$ cat src/hdl/frc_pkg.sv
// Shared types, constants and helper functions of the frame receiver.
`default_nettype none
package frc_pkg;

    localparam int MAX_FRAME = 44;
    localparam int ADDR_W    = $clog2(MAX_FRAME);
    localparam int CNT_W     = ($clog2(MAX_FRAME + 1) > 6) ? $clog2(MAX_FRAME + 1) : 6;

    localparam logic [7:0]  SYNC_A    = 8'hA5;
    localparam logic [7:0]  SYNC_B    = 8'h5A;
    localparam logic [15:0] CRC_POLY  = 16'h1021;
    localparam logic [15:0] CRC_INIT  = 16'hFFFF;
    localparam logic [19:0] TICK_MAX  = 20'hFFFFF;
    localparam logic [19:0] TIMEOUT_DEFAULT = 20'd50000;
    localparam logic [5:0]  LEN_PARAMETER = 6'd12;
    localparam logic [5:0]  LEN_ACTUATOR  = 6'd20;
    localparam logic [5:0]  LEN_MOTOR     = 6'd28;

    // Request kinds.
    localparam logic [1:0] KIND_BYTE = 2'd0;
    localparam logic [1:0] KIND_TICK = 2'd1;
    localparam logic [1:0] KIND_OVF  = 2'd2;

    // Status codes of result items.
    localparam logic [2:0] ST_PAYLOAD = 3'd0;
    localparam logic [2:0] ST_BAD_HDR = 3'd1;
    localparam logic [2:0] ST_BAD_LEN = 3'd2;
    localparam logic [2:0] ST_BAD_CRC = 3'd3;
    localparam logic [2:0] ST_TIMEOUT = 3'd4;
    localparam logic [2:0] ST_OVF     = 3'd5;

    // Register indexes.
    localparam logic [2:0] REG_VERSION  = 3'd0;
    localparam logic [2:0] REG_TYPE_PAR = 3'd1;
    localparam logic [2:0] REG_TYPE_ACT = 3'd2;
    localparam logic [2:0] REG_TYPE_MOT = 3'd3;
    localparam logic [2:0] REG_TIMEOUT  = 3'd4;

    typedef struct packed {
        logic [7:0]  version;
        logic [7:0]  type_par;
        logic [7:0]  type_act;
        logic [7:0]  type_mot;
        logic [19:0] timeout;
    } t_cfg;

    typedef struct packed {
        logic              we;
        logic [ADDR_W-1:0] waddr;
        logic [7:0]        wdata;
        logic              re;
        logic [ADDR_W-1:0] raddr;
    } t_ram_req;

    typedef struct packed {
        logic       hit;
        logic [1:0] cls;
        logic [5:0] want;
    } t_type_res;

    // First matching type code wins.
    function automatic t_type_res type_lookup(input t_cfg cfg, input logic [7:0] t);
        t_type_res r;
        r = '0;
        if (t == cfg.type_par) begin
            r.hit = 1'b1; r.cls = 2'd0; r.want = LEN_PARAMETER;
        end else if (t == cfg.type_act) begin
            r.hit = 1'b1; r.cls = 2'd1; r.want = LEN_ACTUATOR;
        end else if (t == cfg.type_mot) begin
            r.hit = 1'b1; r.cls = 2'd2; r.want = LEN_MOTOR;
        end
        return r;
    endfunction

    // One byte of CRC-16, MSB first.
    function automatic logic [15:0] crc_byte(input logic [15:0] c, input logic [7:0] b);
        logic [15:0] x;
        x = c ^ {b, 8'h00};
        for (int n = 0; n < 8; n++) begin
            x = x[15] ? ({x[14:0], 1'b0} ^ CRC_POLY) : {x[14:0], 1'b0};
        end
        return x;
    endfunction

endpackage
`default_nettype wire

$ cat src/hdl/frc_ram.sv
// Generic simple dual-port RAM with registered read.
`default_nettype none
module frc_ram #(
    parameter int WIDTH = 8,
    parameter int DEPTH = 44
) (
    input  wire logic                     i_clk,
    input  wire logic                     i_we,
    input  wire logic [$clog2(DEPTH)-1:0] i_waddr,
    input  wire logic [WIDTH-1:0]         i_wdata,
    input  wire logic                     i_re,
    input  wire logic [$clog2(DEPTH)-1:0] i_raddr,
    output logic      [WIDTH-1:0]         o_rdata
);
    logic [WIDTH-1:0] r_mem [DEPTH];

    always_ff @(posedge i_clk) begin
        if (i_we) begin
            r_mem[i_waddr] <= i_wdata;
        end
        if (i_re) begin
            o_rdata <= r_mem[i_raddr];
        end
    end
endmodule
`default_nettype wire

$ cat src/hdl/frc_seq.sv
// Sequencer: parses requests, checks header and CRC, resyncs and emits results.
`default_nettype none
module frc_seq (
    input  wire logic                    i_clk,
    input  wire logic                    i_rst_n,
    input  wire frc_pkg::t_cfg           i_cfg,
    input  wire logic                    i_in_valid,
    output logic                         o_in_stall,
    input  wire logic [1:0]              i_kind,
    input  wire logic [7:0]              i_rx_byte,
    output logic                         o_out_valid,
    input  wire logic                    i_out_stall,
    output logic [2:0]                   o_status,
    output logic [1:0]                   o_frame_class,
    output logic [7:0]                   o_payload_byte,
    output logic [4:0]                   o_byte_index,
    output logic                         o_last,
    output frc_pkg::t_ram_req            o_ram,
    input  wire logic [7:0]              i_ram_rdata
);
    import frc_pkg::*;

    typedef enum logic [9:0] {
        S_IDLE    = 10'b0000000001,
        S_HDR     = 10'b0000000010,
        S_SCAN    = 10'b0000000100,
        S_MOVE    = 10'b0000001000,
        S_TAIL    = 10'b0000010000,
        S_CRC     = 10'b0000100000,
        S_CHK     = 10'b0001000000,
        S_EMIT_RD = 10'b0010000000,
        S_EMIT_WR = 10'b0100000000,
        S_STAT    = 10'b1000000000
    } t_state;

    t_state            r_state, n_state;
    logic [CNT_W-1:0]  r_fill, n_fill, r_target, n_target, r_k, n_k, r_i, n_i;
    logic [19:0]       r_idle, n_idle;
    logic              r_scan, n_scan, r_vok, n_vok, r_tok, n_tok, r_a, n_a;
    logic [5:0]        r_want, n_want;
    logic [1:0]        r_cls, n_cls;
    logic [7:0]        r_lo, n_lo;
    logic [15:0]       r_crc, n_crc;
    logic [2:0]        r_stat, n_stat;

    logic              r_ov, n_ov, r_olast, n_olast;
    logic [2:0]        r_ost, n_ost;
    logic [1:0]        r_ocls, n_ocls;
    logic [7:0]        r_obyte, n_obyte;
    logic [4:0]        r_oidx, n_oidx;

    logic              slot_free;
    logic [CNT_W-1:0]  rem, crc_n, pay_len;
    t_type_res         tl;
    logic              len_ok;

    assign slot_free  = !r_ov || !i_out_stall;
    assign o_in_stall = (r_state != S_IDLE);
    assign rem        = r_fill - r_i;
    assign crc_n      = r_target - CNT_W'(4);
    assign pay_len    = r_target - CNT_W'(16);
    assign tl         = type_lookup(i_cfg, i_ram_rdata);
    assign len_ok     = ({i_ram_rdata, r_lo} == {10'd0, r_want});

    assign o_out_valid    = r_ov;
    assign o_status       = r_ost;
    assign o_frame_class  = r_ocls;
    assign o_payload_byte = r_obyte;
    assign o_byte_index   = r_oidx;
    assign o_last         = r_olast;

    always_comb begin
        logic [CNT_W-1:0] nf;
        logic [19:0]      inc;
        nf       = r_fill + CNT_W'(1);
        inc      = (r_idle != TICK_MAX) ? (r_idle + 20'd1) : r_idle;
        n_state  = r_state;
        n_fill   = r_fill;
        n_target = r_target;
        n_k      = r_k;
        n_i      = r_i;
        n_idle   = r_idle;
        n_scan   = r_scan;
        n_vok    = r_vok;
        n_tok    = r_tok;
        n_a      = r_a;
        n_want   = r_want;
        n_cls    = r_cls;
        n_lo     = r_lo;
        n_crc    = r_crc;
        n_stat   = r_stat;
        n_ov     = r_ov && i_out_stall;
        n_ost    = r_ost;
        n_ocls   = r_ocls;
        n_obyte  = r_obyte;
        n_oidx   = r_oidx;
        n_olast  = r_olast;
        o_ram    = '0;

        unique case (r_state)
            S_IDLE: begin
                if (i_in_valid) begin
                    unique case (i_kind)
                        KIND_BYTE: begin
                            n_idle = '0;
                            if (r_fill == '0) begin
                                if (i_rx_byte == SYNC_A) begin
                                    o_ram.we = 1'b1; o_ram.waddr = '0; o_ram.wdata = i_rx_byte;
                                    n_fill = CNT_W'(1);
                                end
                            end else if (r_fill == CNT_W'(1)) begin
                                n_target = '0;
                                if (i_rx_byte == SYNC_B) begin
                                    o_ram.we = 1'b1; o_ram.waddr = ADDR_W'(1);
                                    o_ram.wdata = i_rx_byte;
                                    n_fill = CNT_W'(2);
                                end else if (i_rx_byte == SYNC_A) begin
                                    o_ram.we = 1'b1; o_ram.waddr = '0; o_ram.wdata = i_rx_byte;
                                    n_fill = CNT_W'(1);
                                end else begin
                                    n_fill = '0;
                                end
                            end else if (r_fill >= CNT_W'(MAX_FRAME)) begin
                                n_fill   = '0;
                                n_target = '0;
                            end else begin
                                o_ram.we    = 1'b1;
                                o_ram.waddr = r_fill[ADDR_W-1:0];
                                o_ram.wdata = i_rx_byte;
                                n_fill      = nf;
                                if (nf == CNT_W'(6)) begin
                                    n_i = '0; n_k = '0; n_scan = 1'b0;
                                    n_state = S_HDR;
                                end else if (r_target != '0 && nf == r_target) begin
                                    n_k = '0; n_crc = CRC_INIT;
                                    n_state = S_CRC;
                                end
                            end
                        end
                        KIND_TICK: begin
                            if (r_fill == '0) begin
                                n_idle = '0;
                            end else if (inc >= i_cfg.timeout) begin
                                n_fill = '0; n_target = '0; n_idle = '0;
                                n_stat = ST_TIMEOUT;
                                n_state = S_STAT;
                            end else begin
                                n_idle = inc;
                            end
                        end
                        KIND_OVF: begin
                            n_fill = '0; n_target = '0; n_idle = '0;
                            n_stat = ST_OVF;
                            n_state = S_STAT;
                        end
                        default: ;
                    endcase
                end
            end
            S_HDR: begin
                // Reads version, type, length low and high of the header at r_i.
                if (r_k < CNT_W'(4)) begin
                    o_ram.re    = 1'b1;
                    o_ram.raddr = ADDR_W'(r_i + CNT_W'(2) + r_k);
                    n_k         = r_k + CNT_W'(1);
                end
                if (r_k == CNT_W'(1)) n_vok = (i_ram_rdata == i_cfg.version);
                if (r_k == CNT_W'(2)) begin
                    n_tok = tl.hit; n_want = tl.want; n_cls = tl.cls;
                end
                if (r_k == CNT_W'(3)) n_lo = i_ram_rdata;
                if (r_k == CNT_W'(4)) begin
                    n_k = '0;
                    if (!r_scan) begin
                        if (!(r_vok && r_tok)) begin
                            n_stat = ST_BAD_HDR; n_i = CNT_W'(1); n_state = S_SCAN;
                        end else if (!len_ok) begin
                            n_stat = ST_BAD_LEN; n_i = CNT_W'(1); n_state = S_SCAN;
                        end else begin
                            n_target = CNT_W'(16) + CNT_W'(r_want);
                            n_state  = S_IDLE;
                        end
                    end else if (r_vok && r_tok && len_ok) begin
                        n_state = S_MOVE;
                    end else begin
                        n_i = r_i + CNT_W'(1);
                        n_state = S_SCAN;
                    end
                end
            end
            S_SCAN: begin
                if (r_k == '0) begin
                    if (r_i + CNT_W'(1) >= r_fill) begin
                        n_state = S_TAIL;
                    end else begin
                        o_ram.re = 1'b1; o_ram.raddr = r_i[ADDR_W-1:0];
                        n_k = CNT_W'(1);
                    end
                end else if (r_k == CNT_W'(1)) begin
                    n_a = (i_ram_rdata == SYNC_A);
                    o_ram.re = 1'b1; o_ram.raddr = ADDR_W'(r_i + CNT_W'(1));
                    n_k = CNT_W'(2);
                end else begin
                    n_k = '0;
                    if (r_a && i_ram_rdata == SYNC_B) begin
                        if (rem >= CNT_W'(6)) begin
                            n_scan = 1'b1; n_state = S_HDR;
                        end else begin
                            n_state = S_MOVE;
                        end
                    end else begin
                        n_i = r_i + CNT_W'(1);
                    end
                end
            end
            S_MOVE: begin
                // Copies the pair found at r_i and everything after it to the front.
                if (r_k != '0) begin
                    o_ram.we    = 1'b1;
                    o_ram.waddr = ADDR_W'(r_k - CNT_W'(1));
                    o_ram.wdata = i_ram_rdata;
                end
                if (r_k < rem) begin
                    o_ram.re    = 1'b1;
                    o_ram.raddr = ADDR_W'(r_i + r_k);
                    n_k         = r_k + CNT_W'(1);
                end else begin
                    n_fill   = rem;
                    n_target = (rem >= CNT_W'(6)) ? (CNT_W'(16) + CNT_W'(r_want)) : '0;
                    n_k      = '0;
                    n_state  = S_STAT;
                end
            end
            S_TAIL: begin
                if (r_k == '0) begin
                    if (r_fill == '0) begin
                        n_target = '0; n_state = S_STAT;
                    end else begin
                        o_ram.re = 1'b1; o_ram.raddr = ADDR_W'(r_fill - CNT_W'(1));
                        n_k = CNT_W'(1);
                    end
                end else begin
                    n_k = '0;
                    n_target = '0;
                    if (i_ram_rdata == SYNC_A) begin
                        o_ram.we = 1'b1; o_ram.waddr = '0; o_ram.wdata = SYNC_A;
                        n_fill = CNT_W'(1);
                    end else begin
                        n_fill = '0;
                    end
                    n_state = S_STAT;
                end
            end
            S_CRC: begin
                // Streams bytes 2 .. target-3; the type byte is re-decoded on the way.
                if (r_k < crc_n) begin
                    o_ram.re = 1'b1; o_ram.raddr = ADDR_W'(r_k + CNT_W'(2));
                end
                if (r_k != '0) n_crc = crc_byte(r_crc, i_ram_rdata);
                if (r_k == CNT_W'(2)) n_cls = tl.cls;
                if (r_k == crc_n) begin
                    n_k = '0; n_state = S_CHK;
                end else begin
                    n_k = r_k + CNT_W'(1);
                end
            end
            S_CHK: begin
                if (r_k == '0) begin
                    o_ram.re = 1'b1; o_ram.raddr = ADDR_W'(r_target - CNT_W'(2));
                    n_k = CNT_W'(1);
                end else if (r_k == CNT_W'(1)) begin
                    n_lo = i_ram_rdata;
                    o_ram.re = 1'b1; o_ram.raddr = ADDR_W'(r_target - CNT_W'(1));
                    n_k = CNT_W'(2);
                end else begin
                    n_k = '0;
                    if ({i_ram_rdata, r_lo} == r_crc) begin
                        n_state = S_EMIT_RD;
                    end else begin
                        n_stat = ST_BAD_CRC; n_i = CNT_W'(1); n_state = S_SCAN;
                    end
                end
            end
            S_EMIT_RD: begin
                o_ram.re = 1'b1; o_ram.raddr = ADDR_W'(r_k + CNT_W'(14));
                n_state = S_EMIT_WR;
            end
            S_EMIT_WR: begin
                if (slot_free) begin
                    n_ov = 1'b1; n_ost = ST_PAYLOAD; n_ocls = r_cls;
                    n_obyte = i_ram_rdata; n_oidx = r_k[4:0];
                    n_olast = (r_k + CNT_W'(1) == pay_len);
                    if (r_k + CNT_W'(1) == pay_len) begin
                        n_fill = '0; n_target = '0; n_k = '0; n_state = S_IDLE;
                    end else begin
                        n_k = r_k + CNT_W'(1); n_state = S_EMIT_RD;
                    end
                end
            end
            S_STAT: begin
                if (slot_free) begin
                    n_ov = 1'b1; n_ost = r_stat; n_ocls = '0; n_obyte = '0;
                    n_oidx = '0; n_olast = 1'b1;
                    n_state = S_IDLE;
                end
            end
            default: n_state = S_IDLE;
        endcase
    end

    always_ff @(posedge i_clk) begin
        if (!i_rst_n) begin
            r_state  <= S_IDLE;
            r_fill   <= '0;
            r_target <= '0;
            r_k      <= '0;
            r_idle   <= '0;
            r_ov     <= 1'b0;
        end else begin
            r_state  <= n_state;
            r_fill   <= n_fill;
            r_target <= n_target;
            r_k      <= n_k;
            r_idle   <= n_idle;
            r_ov     <= n_ov;
        end
        r_i     <= n_i;
        r_scan  <= n_scan;
        r_vok   <= n_vok;
        r_tok   <= n_tok;
        r_a     <= n_a;
        r_want  <= n_want;
        r_cls   <= n_cls;
        r_lo    <= n_lo;
        r_crc   <= n_crc;
        r_stat  <= n_stat;
        r_ost   <= n_ost;
        r_ocls  <= n_ocls;
        r_obyte <= n_obyte;
        r_oidx  <= n_oidx;
        r_olast <= n_olast;
    end

    a_fill_bound: assert property (@(posedge i_clk) disable iff (!i_rst_n)
        r_fill <= CNT_W'(MAX_FRAME))
        else $error("fill count beyond buffer size");

    a_target_legal: assert property (@(posedge i_clk) disable iff (!i_rst_n)
        r_target == '0 || r_target == CNT_W'(28) || r_target == CNT_W'(36)
        || r_target == CNT_W'(44))
        else $error("illegal target count");

    a_stat_loads: assert property (@(posedge i_clk) disable iff (!i_rst_n)
        (r_state == S_STAT && slot_free) |=> (r_ov && r_olast && r_state == S_IDLE))
        else $error("status item not loaded");

    a_run_clears: assert property (@(posedge i_clk) disable iff (!i_rst_n)
        (r_state == S_EMIT_WR && slot_free && r_k + CNT_W'(1) == pay_len)
        |=> (r_fill == '0 && r_olast))
        else $error("payload run end did not empty the buffer");

endmodule
`default_nettype wire

$ cat src/hdl/sync_length_crc_frame_receiver_top.sv
// Top level of the frame receiver: register port, frame buffer and sequencer.
//
// Requests are bytes, microsecond ticks and overflow notices. A byte that completes
// neither a header nor a frame, or a tick that does not time out, is taken without
// leaving the idle state. An overflow or a timeout loads a status item, after any
// wait for the output register. The sixth byte of a frame starts a header check.
// The last byte of a frame starts a CRC walk over the stored frame, one byte per
// cycle, then the CRC compare, then each payload byte is read and emitted, again
// with any wait for the output register. After an error the buffer is searched
// position by position and candidate headers are checked again, then the tail is
// moved down at one byte per cycle. All of this is bound by the single read port
// of the 44-byte frame buffer. Status and payload items wait in an output register.
`default_nettype none
module sync_length_crc_frame_receiver_top (
    input  wire logic        i_clk,
    input  wire logic        i_rst_n,
    input  wire logic        psel,
    input  wire logic        penable,
    input  wire logic        pwrite,
    input  wire logic [4:0]  paddr,
    input  wire logic [31:0] pwdata,
    output logic      [31:0] prdata,
    output logic             pready,
    input  wire logic        i_in_valid,
    output logic             o_in_stall,
    input  wire logic [1:0]  i_kind,
    input  wire logic [7:0]  i_rx_byte,
    output logic             o_out_valid,
    input  wire logic        i_out_stall,
    output logic [2:0]       o_status,
    output logic [1:0]       o_frame_class,
    output logic [7:0]       o_payload_byte,
    output logic [4:0]       o_byte_index,
    output logic             o_last
);
    import frc_pkg::*;

    t_cfg       r_cfg;
    t_ram_req   ram_req;
    logic [7:0] ram_rdata;
    logic [2:0] reg_idx;

    assign pready  = 1'b1;
    assign reg_idx = paddr[4:2];

    always_ff @(posedge i_clk) begin
        if (!i_rst_n) begin
            r_cfg.version  <= 8'd1;
            r_cfg.type_par <= 8'd0;
            r_cfg.type_act <= 8'd1;
            r_cfg.type_mot <= 8'd2;
            r_cfg.timeout  <= TIMEOUT_DEFAULT;
        end else if (psel && penable && pwrite) begin
            unique case (reg_idx)
                REG_VERSION:  r_cfg.version  <= pwdata[7:0];
                REG_TYPE_PAR: r_cfg.type_par <= pwdata[7:0];
                REG_TYPE_ACT: r_cfg.type_act <= pwdata[7:0];
                REG_TYPE_MOT: r_cfg.type_mot <= pwdata[7:0];
                REG_TIMEOUT:  r_cfg.timeout  <= pwdata[19:0];
                default: ;
            endcase
        end
    end

    always_comb begin
        unique case (reg_idx)
            REG_VERSION:  prdata = {24'd0, r_cfg.version};
            REG_TYPE_PAR: prdata = {24'd0, r_cfg.type_par};
            REG_TYPE_ACT: prdata = {24'd0, r_cfg.type_act};
            REG_TYPE_MOT: prdata = {24'd0, r_cfg.type_mot};
            REG_TIMEOUT:  prdata = {12'd0, r_cfg.timeout};
            default:      prdata = '0;
        endcase
    end

    frc_ram #(
        .WIDTH (8),
        .DEPTH (MAX_FRAME)
    ) u_store (
        .i_clk   (i_clk),
        .i_we    (ram_req.we),
        .i_waddr (ram_req.waddr),
        .i_wdata (ram_req.wdata),
        .i_re    (ram_req.re),
        .i_raddr (ram_req.raddr),
        .o_rdata (ram_rdata)
    );

    frc_seq u_seq (
        .i_clk          (i_clk),
        .i_rst_n        (i_rst_n),
        .i_cfg          (r_cfg),
        .i_in_valid     (i_in_valid),
        .o_in_stall     (o_in_stall),
        .i_kind         (i_kind),
        .i_rx_byte      (i_rx_byte),
        .o_out_valid    (o_out_valid),
        .i_out_stall    (i_out_stall),
        .o_status       (o_status),
        .o_frame_class  (o_frame_class),
        .o_payload_byte (o_payload_byte),
        .o_byte_index   (o_byte_index),
        .o_last         (o_last),
        .o_ram          (ram_req),
        .i_ram_rdata    (ram_rdata)
    );
endmodule
`default_nettype wire

$ cat config.mk
export PLATFORM = sky130hd
export DESIGN_NAME = sync_length_crc_frame_receiver_top
export DESIGN_NICKNAME = d
export VERILOG_FILES = /design/src/hdl/frc_pkg.sv /design/src/hdl/frc_ram.sv /design/src/hdl/frc_seq.sv /design/src/hdl/sync_length_crc_frame_receiver_top.sv
export SDC_FILE = /design/constraint.sdc
export NUM_CORES = 1
export LEC_CHECK = 0
export BUFFER_PORTS_ARGS = -buffer_cell sky130_fd_sc_hd__buf_2
export CAP_MARGIN = 30
export CORE_MARGIN = 3
export CORE_UTILIZATION = 55
export CTS_CLUSTER_DIAMETER = 120
export DETAILED_ROUTE_END_ITERATION = 7
export PLACE_DENSITY = 0.69
export SLEW_MARGIN = 20
export SYNTH_ARGS = -nofsm -noshare
export SYNTH_HDL_FRONTEND = slang
export SYNTH_SLANG_ARGS = --single-unit
$ cat constraint.sdc
create_clock -name i_clk -period 6.8 [get_ports i_clk]
set_clock_uncertainty 0.05 [all_clocks]
set_input_delay 1.02 -clock i_clk [delete_from_list [all_inputs] [get_ports i_clk]]
set_output_delay 1.02 -clock i_clk [all_outputs]
set_load 0.05 [all_outputs]
==> impl_metrics.ini <==
[pwr]
pwr-share-seq_pct = 43.9
peakVddDrop_v = 0.0002730
power_density_mw_per_mm2 = 291.0
p_int_w = 0.005824
switching_share_pct = 30.07
p_leak_nw = 10.43
power.share.clock_pct = 34.7
pwr-share-comb_pct = 21.4
power.switching_w = 0.002505

[synthesis]
synth.distinct_cells = 100
synth_commonest_cells = 420 x edfxtp_1, 409 x nand2_1, 183 x nor2_1, 143 x a21oi_1, 125 x nand3_1
ys_ff_latch = 519
synth_area_per_cell_um2 = 10.86
netlist_area_mm2 = 0.02577
ys_top_cells_by_area = edfxtp_1 49%, dfxtp_1 7.7%, nand2_1 6.0%
syn_inst = 2372
ys_seq_area_share_pct = 56.64
synth_most_common_cell = edfxtp_1
synth-edff-count = 420
ys_warn_count = 0
yosys.area.top_type_share_pct = 48.95
ys.flop_type = edfxtp_1
async_reset_ff_share_pct = 0
yosysTopAreaCell = edfxtp_1

[status]
status = finished, final reports clean

[detailed_routing]
wl_per_cell_um = 22.61
vias = 18840
drc = 0
antenna_left = 0
drt_iter0_drc = 2070
drt_pass1_iterations = 6
wl_um = 69520
avgViaCountPerCell = 6.127

[grt]
grt_pass1_vias = 18000
grt_overflow = 0
grt_start_max_net_pins = 65
antenna_found_initial = 0
grt_pass1_wl_um = 106300
track_usage_pct = 27.40

[hold_path]
hold_path.class = reg2reg
worstHoldStart = r_cfg[17]$_SDFFE_PN0P_

[sta]
fmax_ghz = 0.1721
rsz0062_at_grt = no
timing.final.crit_period_ns = 5.810
hold_viol_final = 0
worst_pin_slew_ns = 1.026
slew_violations = 0
fin_crit_sh_pct = 85.44
fin_hold_ws_ns = 0.4057
max_slew_margin_pct = 31.31
finalSetupTns_ns = 0
setup_slack_ns = 0.9898
finalSetupViolCount = 0

[placement]
dp_slack_ns = 1.208
gp_congestion = 0.9434
port_buffers = 80
place_hpwl_um = 48210
dp_cells = 2978

[clocking]
postCtsSetupBuffers = 0
cts_resized = 0
cts_tree = yes
htreeDepth = 2
clock_sinks = 519
cts_buffers = 52
clock-root-buffer = clkbuf_16
clk_path_buf_depth = 3
clock_latency_ns = 0.61
clkSlewWorstSetupHoldPaths_ns = 0.06
cts_hold_buf = 0

[worst_setup_path]
r2r-start = u_seq.r_i[1]$_DFFE_PP_
required_ns = 7.20
critPathLaunchType = flip-flop
endpoint_kind = flip-flop
worst-endpoint-arrival_ns = 6.21
crit_start = u_seq.r_i[1]$_DFFE_PP_
worstSetupPathType = reg2reg
critPathMaxFanout = 32

[finish]
final_nets = 2562
finalNonFillerCells = 3075
utilization_pct = 62.40
drive_gt1_share_pct = 10.95
diodes = 0
syn_to_final_growth_pct = 11.09

[floorplanning]
core_mm2 = 0.04587
rows = 78
die_area_mm2 = 0.04948
pin_count = 108
die-height_um = 222.4
dieWidth_um = 222.4
start_util_pct = 56.18

[job]
drv_cap = 0
## power groups by stage
stage / combinational (W) / sequential, W / clock (W)
after CTS: 0.00175 / 0.00365 / 0.00293
after floorplan: 0.00121 / 0.00369 / 0
after global routing: 0.00193 / 0.00366 / 0.00304
after detailed placement: 0.00174 / 0.00372 / 0
final: 0.00178 / 0.00365 / 0.00289
after global placement: 0.00168 / 0.00372 / 0
## per-stage QoR
| stage | total power [W] | area (um^2) |
|---|---|---|
| global placement | 0.005399 | 26720 |
| CTS | 0.008326 | 28600 |
| floorplan | 0.004902 | 25810 |
| detailed placement | 0.005457 | 26900 |
| finish | 0.008329 | 28620 |
| global route | 0.008634 | 28620 |
## registers in the layout (all words and copies together), names as in the netlist, 4 cells and up
register,count
r_cfg,52
u_seq.o_byte_index,5
u_seq.o_payload_byte,8
u_seq.r_crc,16
u_seq.r_fill,6
u_seq.r_i,6
u_seq.r_idle,20
u_seq.r_k,6
u_seq.r_lo,8
u_seq.r_state,10
u_seq.r_target,4
u_store.o_rdata,8
u_store.r_mem,352
## per-layer routing
metal / part of all wire [%] / GRT usage [%] / up-vias / wire length [um]
li1: - / - / 8700 / -
met1: 41 / 37.49 / 9218 / 28770
met2: 48 / 45.51 / 781 / 33580
met3: 6.9 / 3.620 / 143 / 4799
met4: 3.4 / 9.290 / 0 / 2365
met5: 0 / 0 / - / 0
## kinds of logic (layout without fill, tap and decap cells)
group / count (synthesis) / after routing / synth area share [%]
XOR/XNOR: 125 / 125 / 4.249
multiplexers: 107 / 107 / 4.166
buffers and inverters: 199 / 291 / 3.734
flip-flops: 519 / 519 / 56.64
adder cells (fa/ha/maj): 74 / 74 / 3.739
AO/OA/AOI/OAI: 404 / 404 / 10.31
other: 2 / 13 / 0.02915
AND/OR/NAND/NOR: 942 / 942 / 17.14
## path summary, 6_finish.rpt
| path | to | slack [ns] | cells past startpoint |
|---|---|---|---|
| setup / recovery | u_store.o_rdata[6]$_DFFE_PP_ | 0.99 | 18 |
| setup reg to reg | u_store.o_rdata[6]$_DFFE_PP_ | 0.99 | 18 |
| hold reg to reg | r_cfg[17]$_SDFFE_PN0P_ | 0.41 | 2 |
| hold / removal | r_cfg[17]$_SDFFE_PN0P_ | 0.41 | 2 |
## cell usage in the layout, fill, tap and decap left out, types with 21 or more instances in the layout
master,netlist,layout
a21o_1,22,22
ha_1,69,69
nor2b_1,26,26
nor2_1,183,183
a21oi_1,143,142
nand4_1,30,30
nand3_1,125,125
o21ai_0,57,50
a31oi_1,23,23
nor3_1,27,26
edfxtp_1,420,420
xnor2_1,91,91
buf_4,21,42
dfxtp_1,99,99
buf_2,37,80
inv_1,62,61
nand2_1,409,409
clkbuf_16,0,52
xor2_1,34,34
and3_1,21,21
mux2i_1,105,105
## final cells by class
class / instances / area (um^2)
Tap cell: 600 / 750.7
Clock buffer: 64 / 1358
Multi-Input combinational cell: 1665 / 10390
Clock inverter: 31 / 344.1
Inverter: 64 / 240.2
Fill cell: 3727 / 17250
Timing Repair Buffer: 132 / 947.2
Sequential cell: 519 / 14590
## critical path, stage by stage (launching register included)
cell and delay, ns:
edfxtp_1 0.48, inv_1 0.23, ha_1 0.26, nor2b_1 0.14, o31a_1 0.28, a21o_1 0.21
ha_1 0.28, o21ai_0 0.07, a22oi_1 0.27, a211oi_1 0.14, o21ai_0 0.43, a31oi_1 0.46
a21boi_4 0.63, buf_4 0.47, nand2_1 0.10, a21boi_0 0.20, o22ai_1 0.11, o31ai_1 0.49
o311a_1 0.30
Note: power is estimated with default switching activity, not from simulation.
